**src/hw/rtl/iir4_pkg.sv**
```systemverilog
package iir4_pkg;

  // configuration port
  localparam int CFG_IDX_W  = 3;
  localparam int CFG_DATA_W = 64;
  localparam int HALF_W     = 32;
  localparam int NUM_REGS   = 5;

  // delay line: 40-bit signed, 8 fraction bits
  localparam int ORDER      = 4;
  localparam int STATE_W    = 40;
  localparam int STATE_FRAC = 8;
  // the state word is split here for the two partial products
  localparam int WL_W       = 20;

  // configuration register indexes
  localparam logic [CFG_IDX_W-1:0] REG_GAIN_A1 = 3'd0;
  localparam logic [CFG_IDX_W-1:0] REG_A2_A3   = 3'd1;
  localparam logic [CFG_IDX_W-1:0] REG_A4_B0   = 3'd2;
  localparam logic [CFG_IDX_W-1:0] REG_B1_B2   = 3'd3;
  localparam logic [CFG_IDX_W-1:0] REG_B3_B4   = 3'd4;

  // coefficient slots, in register order
  typedef enum logic [3:0] {
    C_GAIN = 4'd0,
    C_A1   = 4'd1,
    C_A2   = 4'd2,
    C_A3   = 4'd3,
    C_A4   = 4'd4,
    C_B0   = 4'd5,
    C_B1   = 4'd6,
    C_B2   = 4'd7,
    C_B3   = 4'd8,
    C_B4   = 4'd9
  } coef_sel_t;

  localparam int NUM_COEF = 10;

  // multiplier state operand
  typedef enum logic [2:0] {
    OP_W1  = 3'd0,
    OP_W2  = 3'd1,
    OP_W3  = 3'd2,
    OP_W4  = 3'd3,
    OP_TMP = 3'd4
  } opnd_t;

  // controller -> datapath command, one per cycle
  typedef struct packed {
    logic      ld_x;     // load sample into feedback accumulator
    logic      mac;      // issue a product into the multiplier
    coef_sel_t coef_sel;
    opnd_t     opnd;
    logic      acc_b;    // product goes to feedforward accumulator
    logic      sub;      // subtract product
    logic      load;     // overwrite accumulator with product
    logic      rnd_d;    // round feedback accumulator into temp
    logic      rnd_w;    // round feedback accumulator, shift delay line
    logic      ld_y;     // round feedforward accumulator into output register
  } cmd_t;

endpackage

```
**src/hw/rtl/iir4_ctrl.sv**
```systemverilog
module iir4_ctrl (
  input  logic          clk,
  input  logic          rst_n,
  input  logic          in_valid,
  output logic          in_ready,
  output logic          out_valid,
  input  logic          out_ready,
  output iir4_pkg::cmd_t cmd
);
  import iir4_pkg::*;

  typedef enum logic [2:0] {
    ST_IDLE = 3'b001,
    ST_RUN  = 3'b010,
    ST_HOLD = 3'b100
  } state_t;

  // schedule positions
  localparam logic [3:0] STEP_A1    = 4'd0;
  localparam logic [3:0] STEP_A2    = 4'd1;
  localparam logic [3:0] STEP_A3    = 4'd2;
  localparam logic [3:0] STEP_A4    = 4'd3;
  localparam logic [3:0] STEP_B1    = 4'd4;
  localparam logic [3:0] STEP_B2    = 4'd5;
  localparam logic [3:0] STEP_B3_D  = 4'd6;
  localparam logic [3:0] STEP_GAIN  = 4'd7;
  localparam logic [3:0] STEP_B4    = 4'd8;
  localparam logic [3:0] STEP_W0    = 4'd10;
  localparam logic [3:0] STEP_B0    = 4'd11;
  localparam logic [3:0] STEP_LAST  = 4'd14;

  state_t     state_r, state_nxt;
  logic [3:0] step_r, step_nxt;
  logic       out_valid_r, out_valid_nxt;

  function automatic cmd_t mac_cmd(coef_sel_t c, opnd_t o, logic to_b, logic s, logic l);
    cmd_t m;
    m          = '0;
    m.mac      = 1'b1;
    m.coef_sel = c;
    m.opnd     = o;
    m.acc_b    = to_b;
    m.sub      = s;
    m.load     = l;
    return m;
  endfunction

  always_comb begin
    state_nxt     = state_r;
    step_nxt      = step_r;
    out_valid_nxt = out_valid_r & ~out_ready;
    cmd           = '0;
    case (state_r)
      ST_IDLE: begin
        if (in_valid) begin
          cmd.ld_x  = 1'b1;
          state_nxt = ST_RUN;
          step_nxt  = STEP_A1;
        end
      end
      ST_RUN: begin
        step_nxt = step_r + 4'd1;
        case (step_r)
          STEP_A1:   cmd = mac_cmd(C_A1, OP_W1, 1'b0, 1'b1, 1'b0);
          STEP_A2:   cmd = mac_cmd(C_A2, OP_W2, 1'b0, 1'b1, 1'b0);
          STEP_A3:   cmd = mac_cmd(C_A3, OP_W3, 1'b0, 1'b1, 1'b0);
          STEP_A4:   cmd = mac_cmd(C_A4, OP_W4, 1'b0, 1'b1, 1'b0);
          STEP_B1:   cmd = mac_cmd(C_B1, OP_W1, 1'b1, 1'b0, 1'b1);
          STEP_B2:   cmd = mac_cmd(C_B2, OP_W2, 1'b1, 1'b0, 1'b0);
          STEP_B3_D: begin
            cmd       = mac_cmd(C_B3, OP_W3, 1'b1, 1'b0, 1'b0);
            cmd.rnd_d = 1'b1;
          end
          STEP_GAIN: cmd = mac_cmd(C_GAIN, OP_TMP, 1'b0, 1'b0, 1'b1);
          STEP_B4:   cmd = mac_cmd(C_B4, OP_W4, 1'b1, 1'b0, 1'b0);
          STEP_W0:   cmd.rnd_w = 1'b1;
          // w0 now sits in the first delay slot
          STEP_B0:   cmd = mac_cmd(C_B0, OP_W1, 1'b1, 1'b0, 1'b0);
          STEP_LAST: begin
            if (!out_valid_r || out_ready) begin
              cmd.ld_y      = 1'b1;
              out_valid_nxt = 1'b1;
              state_nxt     = ST_IDLE;
            end else begin
              state_nxt = ST_HOLD;
            end
          end
          default: ;
        endcase
      end
      ST_HOLD: begin
        if (out_ready) begin
          cmd.ld_y      = 1'b1;
          out_valid_nxt = 1'b1;
          state_nxt     = ST_IDLE;
        end
      end
      default: state_nxt = ST_IDLE;
    endcase
  end

  always_ff @(posedge clk) begin
    if (!rst_n) begin
      state_r     <= ST_IDLE;
      step_r      <= '0;
      out_valid_r <= 1'b0;
    end else begin
      state_r     <= state_nxt;
      step_r      <= step_nxt;
      out_valid_r <= out_valid_nxt;
    end
  end

  assign in_ready  = (state_r == ST_IDLE);
  assign out_valid = out_valid_r;

endmodule

```
**config.mk**
```make
export PLATFORM = sky130hd
export DESIGN_NAME = iir4_ctrl
export DESIGN_NICKNAME = d
export VERILOG_FILES = /design/src/hw/rtl/iir4_pkg.sv /design/src/hw/rtl/iir4_ctrl.sv
export SDC_FILE = /design/constraint.sdc
export NUM_CORES = 1
export LEC_CHECK = 0
export BUFFER_PORTS_ARGS = -buffer_cell sky130_fd_sc_hd__buf_2
export CAP_MARGIN = 10
export CORE_MARGIN = 2
export CORE_UTILIZATION = 55
export CTS_CLUSTER_DIAMETER = 100
export CTS_CLUSTER_SIZE = 25
export DETAILED_ROUTE_END_ITERATION = 7
export MAX_ROUTING_LAYER = met4
export PLACE_DENSITY = 0.9
export SETUP_SLACK_MARGIN = 0.5
export SLEW_MARGIN = 20
export SYNTH_ARGS = -nofsm -noshare
export SYNTH_HDL_FRONTEND = slang
export SYNTH_SLANG_ARGS = --single-unit
```
**constraint.sdc**
```tcl
create_clock -name clk -period 2.8 [get_ports clk]
set_input_delay 0.56 -clock clk [delete_from_list [all_inputs] [get_ports clk]]
set_output_delay 0.56 -clock clk [all_outputs]
set_load 0.01 [all_outputs]
```
---- Yosys cells after proc, flatten, opt, wreduce, memory -nomap -nowiden ----
Index checks and enable logic that the tools add are counted.
operators by class
  equal/unequal tests ..................... 17
  reduce and logical (&&, ||, !) cells .... 6
  $add $sub $neg .......................... 1
  mux-type cells .......................... 20
  bitwise logic cells ..................... 2
operators with widths
  kind                 count
  $pmux 12 s10         1
  $eq 4x3->1 const B   4
  $eq 4x4->1 const B   4
  $mux 13              1
  $mux 3               4
  $pmux 3 s3           1
  $eq 4x2->1 const B   2
  $mux 1               8
  $pmux 4 s2           1
  $pmux 1 s2           3
  $add 4x1->4 const B  1
  $eq 4x1->1 const B   1
  $logic_not 4->1      1
  $mux 4               1
  $ne 2x2->1 const B   2
  $eq 3x1->1 const B   1
  $eq 3x2->1 const B   1
  $eq 3x3->1 const B   1
  $reduce_and 3->1     1
  $ne 2x1->1 const B   1
  $reduce_and 2->1     1
  $reduce_bool 2->1    1
  $and 1x1->1          1
  $logic_not 1->1      1
  other kinds (2)      2
storage, ports and cells
  logic and storage cells ................. 49
  input bits .............................. 4
  output and inout port bits .............. 17
  register bits ........................... 8

---- Longest topological paths before layout ----
Gate-level depths: netlist (run 1).
  depth after elaboration ................. 5
  mapped depth ............................ 6
  gate-level depth less buffers ........... 5

---- Worst setup path after synthesis (run 1) ----
OpenSTA, ideal clock, no wires.
  path type ............................... register -> output
  from .................................... register step_r[0]
  to ...................................... output cmd[9] (netlist bit)
  arrival time ............................ 1.506 ns
  path buffers ............................ 1
  cell stages (with the launch flop) ...... 6
  data required time ...................... 2.240 ns
  slack ................................... 0.734 ns
  path through ............................ dfxtp_1 -> ha_1 -> buf_2 -> o21bai_1 -> a22o_1 -> a2111oi_2
RTL lines
  item                    line              RTL
  from (decl)             iir4_ctrl.sv:33   logic [3:0] step_r, step_nxt;
  from (signal assigned)  iir4_ctrl.sv:109  step_r <= step_nxt;
  to (decl)               iir4_ctrl.sv:8    output iir4_pkg::cmd_t cmd

==> results.md, run 1 <==
- Status: finished, final reports clean
- Synthesized Nets: 110
- Total number of nets in the final design: 137
- RD Place Congestion: 0.825
- Number of failing setup endpoints in the final timing report: 0
- Total via count in the routed design: 882
- Cell types occupying the most area after synthesis: sky130_fd_sc_hd__dfxtp_1, sky130_fd_sc_hd__ha_1, sky130_fd_sc_hd__nand2b_1
- Number of buffers added to fix hold violations after cts: 0
- Antenna Violating Nets Remaining: 0
- Worst-path maximum fanout: 6
- Relative max-transition margin: 71.9%
- Final wirelength: 2180 um
- Sequential Power Share: 40.0%
- Clock H-tree levels: 1
- Category of the worst setup path launch point: flop
- Leakage: 0.420 nW
- Total power consumption of the routed design: 0.000337 W
- Row count: 13
- Peak supply drop: 353 uV
- Share of layout cells above drive strength 1: 46.5%
- Clock sink count: 8
- Maximum buffer depth of the clock tree: 2
- Post-synthesis to final-layout area growth: 33.8%
- Total die area: 1790 um2
- Seq/Total Area, Yosys: 19.8%
- Commonest non-fill, non-tap cells in the layout: sky130_fd_sc_hd__buf_2, sky130_fd_sc_hd__nor2_1, sky130_fd_sc_hd__buf_4
- Hold Violations, Final: 0
- CTS Root Cell: sky130_fd_sc_hd__clkbuf_4
- Placed wire-length estimate: 1310 um
- Biggest area consumer among synthesized cells: sky130_fd_sc_hd__dfxtp_1
- Top-level I/O count: 21
- Area share of the leading cell type in the synthesized netlist: 19.8%
- Worst EP arrival: 1.72 ns
- Net Sw Power: 0.000113 W
- Count of synthesis-stage warnings from yosys: 0
- Clock-pin transition on the worst setup and hold timing paths: 0.05 ns
- Routed wire per std cell: 15.4 um
- Cells after synthesis: 102
- Global-route usage over all layers: 24.1%
- Max Cap Viol: 0
- Critical path endpoint category: output pin
- Switching fraction of total power: 33.6%
- RSZ-0062 raised after global routing: yes
- Initial antenna violation count: 0
- Reg area: 171 um2
- Mapped Area: 807 um2
- Commonest non-fill, non-tap cell in the layout: sky130_fd_sc_hd__buf_2
- Number of global-route vias before repair: 734
- Most used flip-flop cell after synthesis: sky130_fd_sc_hd__dfxtp_1
- Initial core utilization: 60.5%
- Pin count of the biggest net entering global routing: 17
- Post-synthesis async set-or-reset flop share: 0%
- Max Transition Viols Final: 0
- Clock Latency Late Sink: 0.25 ns
- DRC Markers: 0
- 1st-iter DRT viols: 52
- Share of the clock period used by the worst path after layout: 81.6%
- Chip Width: 42.3 um
- Highest clock rate: 438 MHz
- Gr ovfl total: 0
- Total clock buffers created by CTS: 3
- Die outline height: 42.3 um
- Number of antenna cells inserted: 0
- Min-delay worst type: flop to flop
- Global-route wire length before repair: 3280 um
- Area taken by multi-input logic gates: 656 um2
- TritonRoute pass-1 iters: 4
- Number of synthesized flops with an enable pin: 0
- Synthesized area per cell: 7.91 um2
- Int Pwr: 0.000224 W
- Critical path class: flop to output pin
- Clock tree skew after final layout: 0.000864 ns
- I/O Buffers: 20
- Data required, critical path: 2.24 ns
- Yosys reg bits: 8
- Number of library cell types mapped by synthesis: 39
- Cell area power density: 312 nW/um2
- Least-Margin Pin Slew: 0.421 ns
- Minimum clock period after layout: 2.28 ns
- Core Box Area: 1330 um2
- Aggregate negative setup slack: 0 ns
- TritonCTS clock tree: yes
- Drt via density: 6.21
- Part of the power in combinational logic: 34.8%
- Clock Power Share: 25.2%
- Fillers: 76
[registers in the layout, indices dropped and copies added (netlist names)]
| register | count |
|---|---|
| state_r | 3 |
| out_valid | 1 |
| step_r | 4 |
[cells by family (layout without fill, tap and decap cells)]
family | after synthesis | count (layout) | share of synthesized area [%]
DFF | 8 | 8 | 19.8
adders and majority gates | 4 | 4 | 6.20
AOI/OAI and AO/OA | 30 | 30 | 29.1
buffers and inverters | 12 | 37 | 8.37
muxes | 1 | 1 | 1.40
and+or+nand+nor | 47 | 47 | 35.0
[power by group through the flow]
stage	Combinational (W)	Sequential (W)	Clock (W)
after CTS	0.000105	0.000133	0.0000892
after floorplan	0.0000812	0.000128	0
after detailed placement	0.0000928	0.000135	0
after global placement	0.0000896	0.000135	0
after global routing	0.000127	0.000137	0.0000916
final	0.000117	0.000135	0.0000851
[metal layers]
| metal | up-vias | part of all wire, % | wire length (um) | track usage (%) |
|---|---|---|---|---|
| met2 | 40 | 50 | 1100 | 37.8 |
| met3 | 4 | 6.2 | 136 | 7.76 |
| met4 | 0 | 0.96 | 21 | 3.75 |
| li1 | 423 | - | - | - |
| met5 | - | 0 | 0 | - |
| met1 | 415 | 42 | 927 | 30.7 |
[critical path, stage by stage (launching register included)]
cell	delay (ns)
sky130_fd_sc_hd__dfxtp_4	0.38
sky130_fd_sc_hd__inv_4	0.09
sky130_fd_sc_hd__ha_4	0.16
sky130_fd_sc_hd__o21bai_1	0.07
sky130_fd_sc_hd__a22o_2	0.30
sky130_fd_sc_hd__a2111oi_4	0.30
sky130_fd_sc_hd__buf_2	0.19
[synthesized netlist by cell type (all sizes together) (2+ instances only)]
cell type	instances
dfxtp	8
o21bai	3
ha	4
nand2	5
nor3b	4
o21ai	4
nor2b	3
o21a	2
buf	8
and2	3
nand3b	2
a21oi	5
a211oi	5
inv	3
nand2b	7
nor3	6
nor2	11
nand3	2
[path summary, 6_finish.rpt]
kind	slack, ns	cells after the start	to	from
worst max register to register	1.34	3	step_r[3]	state_r[0]
worst min-delay path	0.55	1	step_r[0]	step_r[0]
worst min register to register	0.55	1	step_r[0]	step_r[0]
worst max-delay path	0.52	6	cmd[9]	step_r[1]
[per-stage QoR]
step	cell area (um2)	setup WS, ns	hold slack [ns]	utilization (%)	cells
finish	1080	0.515	0.548	81.0	142
global route	1080	0.471	0.575	81.0	142
CTS	1000	0.480	0.509	75.0	136
detailed placement	877	0.433	0.575	65.8	129
global placement	877	0.612	0.553	65.8	129
floorplan	807	0.734	0.527	-	102
[timing repair]
action | in CTS | in global routing
cloned | 0 | 0
setup endpoints to repair | 11 | 10
resized for setup | 18 | 7
hold endpoints to repair | 0 | 0
pin swaps | 2 | 4
setup buffers | 4 | 6
[area by class of cell]
cell class	count	area share, %
repair buffers	31	18.1
inverters	3	1.51
clock buffers	3	2.09
multi-input cells	82	60.7
well taps	15	1.74
flip-flops and latches	8	15.9
Note: power is estimated with default switching activity, not from simulation.
==> inputs of run 2 (changes only) <==
- CORE_ASPECT_RATIO: unset -> 1.25
- CORE_UTILIZATION: 55 -> 46
- PLACE_DENSITY: 0.9 -> 0.81
- clock period: 2.8 -> 1.9 ns (I/O delays scaled with it)
==> results.md, run 2 (synthesis gave the netlist of run 1 again) <==
- Worst hold-check slack: 0.421 ns
- DRC Markers: 0
- Routed wire per std cell: 18.5 um
- Critical path class: flop to output pin
- Peak supply drop: 548 uV
- Total power consumption of the routed design: 0.000679 W
- Clock sink count: 8
- Worst-path maximum fanout: 7
- Crit path cell chain: inv_4, ha_4, or3_1, a21oi_2, a2111oi_4, buf_2
- Clock H-tree levels: 1
- Global-route wire length before repair: 4370 um
- RD Place Congestion: 0.853
- Min-delay worst type: input port to flop
- Category of the worst setup path launch point: flop
- Relative max-transition margin: 73.2%
- TritonRoute pass-1 iters: 4
- Violations in the final reports: negative setup slack
- Maximum buffer depth of the clock tree: 2
- I/O Buffers: 20
- TritonCTS clock tree: yes
- Antenna Violating Nets Remaining: 0
- Max Transition Viols Final: 0
- 1st-iter DRT viols: 9
- Row count: 16
- Pre-CTS setup slack: 0.0893 ns
- Worst EP arrival: 1.68 ns
- Worst R2R Start: state_r[2]
- Initial antenna violation count: 0
- Total die area: 2110 um2
- Post-synthesis to final-layout area growth: 77.7%
- Commonest non-fill, non-tap cells in the layout: sky130_fd_sc_hd__buf_2, sky130_fd_sc_hd__buf_4, sky130_fd_sc_hd__buf_6
- Number of global-route vias before repair: 939
- Met1 Routed Length: 1110 um
- Max incr delay on CP: 0.40 ns
- Share of layout cells above drive strength 1: 63.6%
- Total via count in the routed design: 971
- Routed length on met3: 153 um
- Cell area power density: 474 nW/um2
- Pin count of the biggest net entering global routing: 15
- Clock-pin transition on the worst setup and hold timing paths: 0.06 ns
- RSZ-0062 raised after global routing: yes
- Minimum clock period after layout: 2.06 ns
- Aggregate negative setup slack: -0.704 ns
- Placed wire-length estimate: 1500 um
- Total clock buffers created by CTS: 3
- Total number of nets in the final design: 152
- Final wirelength: 2980 um
- Share of the clock period used by the worst path after layout: 109%
- Gr ovfl total: 0
- Critical path endpoint category: output pin
- Chip Width: 41.5 um
- Hold Violations, Final: 0
- Status: finished, violations left
- Max Cap Viol: 0
- Least-Margin Pin Slew: 0.399 ns
- Number of antenna cells inserted: 0
- Initial core utilization: 50.4%
- Fillers: 79
- Die outline height: 50.8 um
- Commonest non-fill, non-tap cell in the layout: sky130_fd_sc_hd__buf_2
- Top-level I/O count: 21
- Max reg flops: 4
- CTS Root Cell: sky130_fd_sc_hd__clkbuf_4
- Drt via density: 6.03
- Slowest stage cell, crit path: sky130_fd_sc_hd__dfxtp_4
- Leakage: 0.539 nW
- Final Util: 89.5%
- Register ranked first by flip-flop count: step_r
- Startpoint of the worst hold path: rst_n
- Core Box Area: 1600 um2
- Wire length on met2: 1640 um
- Highest clock rate: 484 MHz
- Clock tree skew after final layout: 0.00189 ns
- Number of failing setup endpoints in the final timing report: 9
- Highest routing layer actually used: met4
- Data required, critical path: 1.52 ns
- Global-route usage over all layers: 28.1%
- Launching instance or port of the critical path: step_r[0]
- Clock Latency Late Sink: 0.27 ns
- Worst-case setup margin in the final layout: -0.164 ns
## run 2: cell types whose count changed in the layout (fill, tap and decap cells not counted), sizes merged
cell and change:
clkbuf +1, buf +15
## run 2: routing by layer
layer / vias up / GRT usage (%)
met2: 42 / 46.9
met3: 8 / 4.59
met1: 472 / 29.6
met4: 0 / 21.5
li1: 449 / -
met5: - / -
## run 2: critical path: cells and delay by family (launching register included)
family          cells  cell delay (ns)
flops               1             0.40
fa+ha+maj           1             0.19
compound gates      2             0.29
buf+inv             2             0.21
simple gates        1             0.33
## run 2: final timing paths
check              endpoint  slack [ns]  cells after the start
hold / removal    out_valid        0.42                      2
hold reg to reg   step_r[3]        0.61                      2
setup reg to reg  step_r[3]        0.25                      9
setup / recovery     cmd[9]       -0.16                      6
## run 2: report_power, final
| part | leakage (nW) | switching, W | internal [W] | total (W) |
|---|---|---|---|---|
| sequential | 0.0688 | 0.0000109 | 0.000176 | 0.000187 |
| clock | 0.0150 | 0.0000732 | 0.0000814 | 0.000155 |
| combinational | 0.455 | 0.000162 | 0.000175 | 0.000337 |
| total | 0.538 | 0.000246 | 0.000433 | 0.000679 |
## run 2: cell type report
class / instances / area, um2 / area share, %
Clock buffer: 4 / 26.3 / 1.83
Inverter: 3 / 16.3 / 1.13
Multi-Input combinational cell: 82 / 827 / 57.7
Sequential cell: 8 / 175 / 12.2
Tap cell: 18 / 22.5 / 1.57
Timing Repair Buffer: 46 / 367 / 25.6
## run 2: metrics by stage
step                      cells  instance area, um2
after global routing        161                1430
after detailed placement    138                1030
final                       161                1430
after CTS                   155                1280
after global placement      138                1030
after floorplan             102                 943
## run 2: what timing repair did
item                                    in CTS  in global routing
resized for setup                           32                 21
hold buffers                                 0                  0
setup buffers                               13                  6
gates cloned                                 0                  0
endpoints found under the setup margin      17                 20
pin swaps                                   12                  9
==> inputs of run 3 (changes only) <==
- CORE_MARGIN: 2 -> 4
- CORE_UTILIZATION: 46 -> 35
- PLACE_DENSITY: 0.81 -> 0.66
==> results.md, run 3 (synthesis gave the netlist of run 1 again) <==
- Int Pwr: 0.000377 W
- Worst-path maximum fanout: 6
- Total power consumption of the routed design: 0.000575 W
- Data required, critical path: 1.52 ns
- Routed wire per std cell: 13.7 um
- Category of the worst setup path launch point: flop
- Global-route wire length before repair: 3910 um
- Total die area: 3140 um2
- Share of layout cells above drive strength 1: 59.9%
- Violations in the final reports: negative setup slack
- I/O Buffers: 20
- Net Sw Power: 0.000198 W
- Reg2Reg Capture Point: step_r[3]
- Relative max-transition margin: 73.5%
- Startpoint of the worst hold path: rst_n
- CTS Root Cell: sky130_fd_sc_hd__clkbuf_4
- Commonest non-fill, non-tap cell in the layout: sky130_fd_sc_hd__buf_2
- Chip Width: 51.0 um
- Total number of nets in the final design: 146
- Core Box Area: 2210 um2
- Register ranked first by flip-flop count: step_r
- Number of failing setup endpoints in the final timing report: 8
- Antenna Violating Nets Remaining: 0
- Minimum setup slack among reg-to-reg paths: 0.53 ns
- Leakage: 0.498 nW
- Clock-pin transition on the worst setup and hold timing paths: 0.06 ns
- TritonRoute pass-1 iters: 4
- RD Place Congestion: 0.749
- Hold Crit Depth: 3
- Clock Latency Late Sink: 0.26 ns
- Drt via density: 5.27
- Clock sink count: 8
- Max Transition Viols Final: 0
- Crit path cell chain: inv_4, ha_2, nor3_2, a22o_4, a2111oi_4, buf_2
- Total clock buffers created by CTS: 3
- Global-route usage over all layers: 16.7%
- 1st-iter DRT viols: 22
- Final Util: 59.7%
- Least-Margin Pin Slew: 0.394 ns
- DRC Markers: 0
- Max reg flops: 4
- Sequential Power Share: 32.5%
- Status: finished, violations left
- Max Cap Viol: 0
- Clock tree skew after final layout: 0.00553 ns
- TritonCTS clock tree: yes
- Die outline height: 61.7 um
- Number of cells on the worst reg-to-reg path: 5
- Worst R2R Start: state_r[2]
- Final wirelength: 2310 um
- Gr ovfl total: 0
- Max incr delay on CP: 0.38 ns
- Post-synthesis to final-layout area growth: 63.6%
- Share of the clock period used by the worst path after layout: 106%
- Commonest non-fill, non-tap cells in the layout: sky130_fd_sc_hd__buf_2, sky130_fd_sc_hd__buf_4, sky130_fd_sc_hd__nor2_1
- Peak supply drop: 523 uV
- Switching fraction of total power: 34.5%
- Fillers: 204
- Min-delay worst type: input port to flop
- Worst-case setup margin in the final layout: -0.108 ns
- Maximum buffer depth of the clock tree: 2
- Row count: 19
- Minimum clock period after layout: 2.01 ns
- Top-level I/O count: 21
- Number of antenna cells inserted: 0
- Number of global-route vias before repair: 881
- Aggregate negative setup slack: -0.522 ns
- Critical path class: flop to output pin
- Initial core utilization: 36.5%
- WHS Endpoint: step_r[1]
- RSZ-0062 raised after global routing: yes
- Clock Power Share: 25.1%
- Pin count of the biggest net entering global routing: 15
- Part of the power in combinational logic: 42.4%
- Highest clock rate: 498 MHz
- Cell area power density: 436 nW/um2
- Initial antenna violation count: 0
- Slowest stage cell, crit path: sky130_fd_sc_hd__dfxtp_4
- Hold Violations, Final: 0
- Clock H-tree levels: 1
- Critical path endpoint category: output pin
- Total via count in the routed design: 886
- Placed wire-length estimate: 1530 um
- Worst EP arrival: 1.63 ns
## run 3: worst max path at each step
stage / from / end / slack, ns / cells after the start
floorplan: state_r[2] / cmd[12] / 0.25 / 5
global placement: step_r[1] / cmd[9] / 0.12 / 6
detailed placement: step_r[0] / cmd[9] / 0.07 / 6
CTS: step_r[1] / cmd[9] / -0.14 / 6
global route: step_r[1] / cmd[9] / -0.20 / 6
finish: step_r[1] / cmd[9] / -0.11 / 6
## run 3: routing by layer
layer	vias up	track usage, %	share of wire [%]
met5	-	-	0
met4	0	8.08	1.8
met3	6	1.69	3.1
met2	22	31.3	56
met1	417	17.5	39
li1	441	-	-
## run 3: stage by stage
| stage | hold WS (ns) | instance area, um2 | worst slack [ns] | instances |
|---|---|---|---|---|
| after floorplan | 0.490 | 943 | 0.251 | 102 |
| after global placement | 0.504 | 1040 | 0.117 | 151 |
| after detailed placement | 0.510 | 1040 | 0.0722 | 151 |
| after CTS | 0.418 | 1240 | -0.139 | 166 |
| after global routing | 0.431 | 1320 | -0.200 | 168 |
| final | 0.428 | 1320 | -0.108 | 168 |
## run 3: power groups by stage
stage / logic [W] / registers, W / clock network, W
after floorplan: 0.000143 / 0.000189 / 0
after global placement: 0.000174 / 0.000188 / 0
after detailed placement: 0.000178 / 0.000189 / 0
after CTS: 0.000217 / 0.000185 / 0.000149
after global routing: 0.000266 / 0.000188 / 0.000157
final: 0.000244 / 0.000187 / 0.000144
## run 3: cell type report
type	instances	area (um2)	share of cell area, %
Sequential cell	8	173	13.1
Timing Repair Buffer	40	290	22.0
Clock buffer	4	26.3	1.99
Multi-Input combinational cell	82	776	58.8
Tap cell	31	38.8	2.94
Inverter	3	16.3	1.23
## run 3: timing repair
| action | in CTS | in global routing |
|---|---|---|
| resized for setup | 22 | 12 |
| hold buffers | 0 | 0 |
| buffers inserted | 11 | 2 |
| endpoints found under the hold margin | 0 | 0 |
| pin swaps | 9 | 9 |
| setup endpoints to repair | 16 | 18 |
| cloned | 0 | 0 |
## run 3: worst max-delay path, delay by kind of cell (launching register included)
family	cells	cell delay, ns
AO/OA/AOI/OAI	2	0.46
adder cells (fa/ha/maj)	1	0.21
buffers and inverters	2	0.25
flip-flops	1	0.38
AND/OR/NAND/NOR	1	0.07
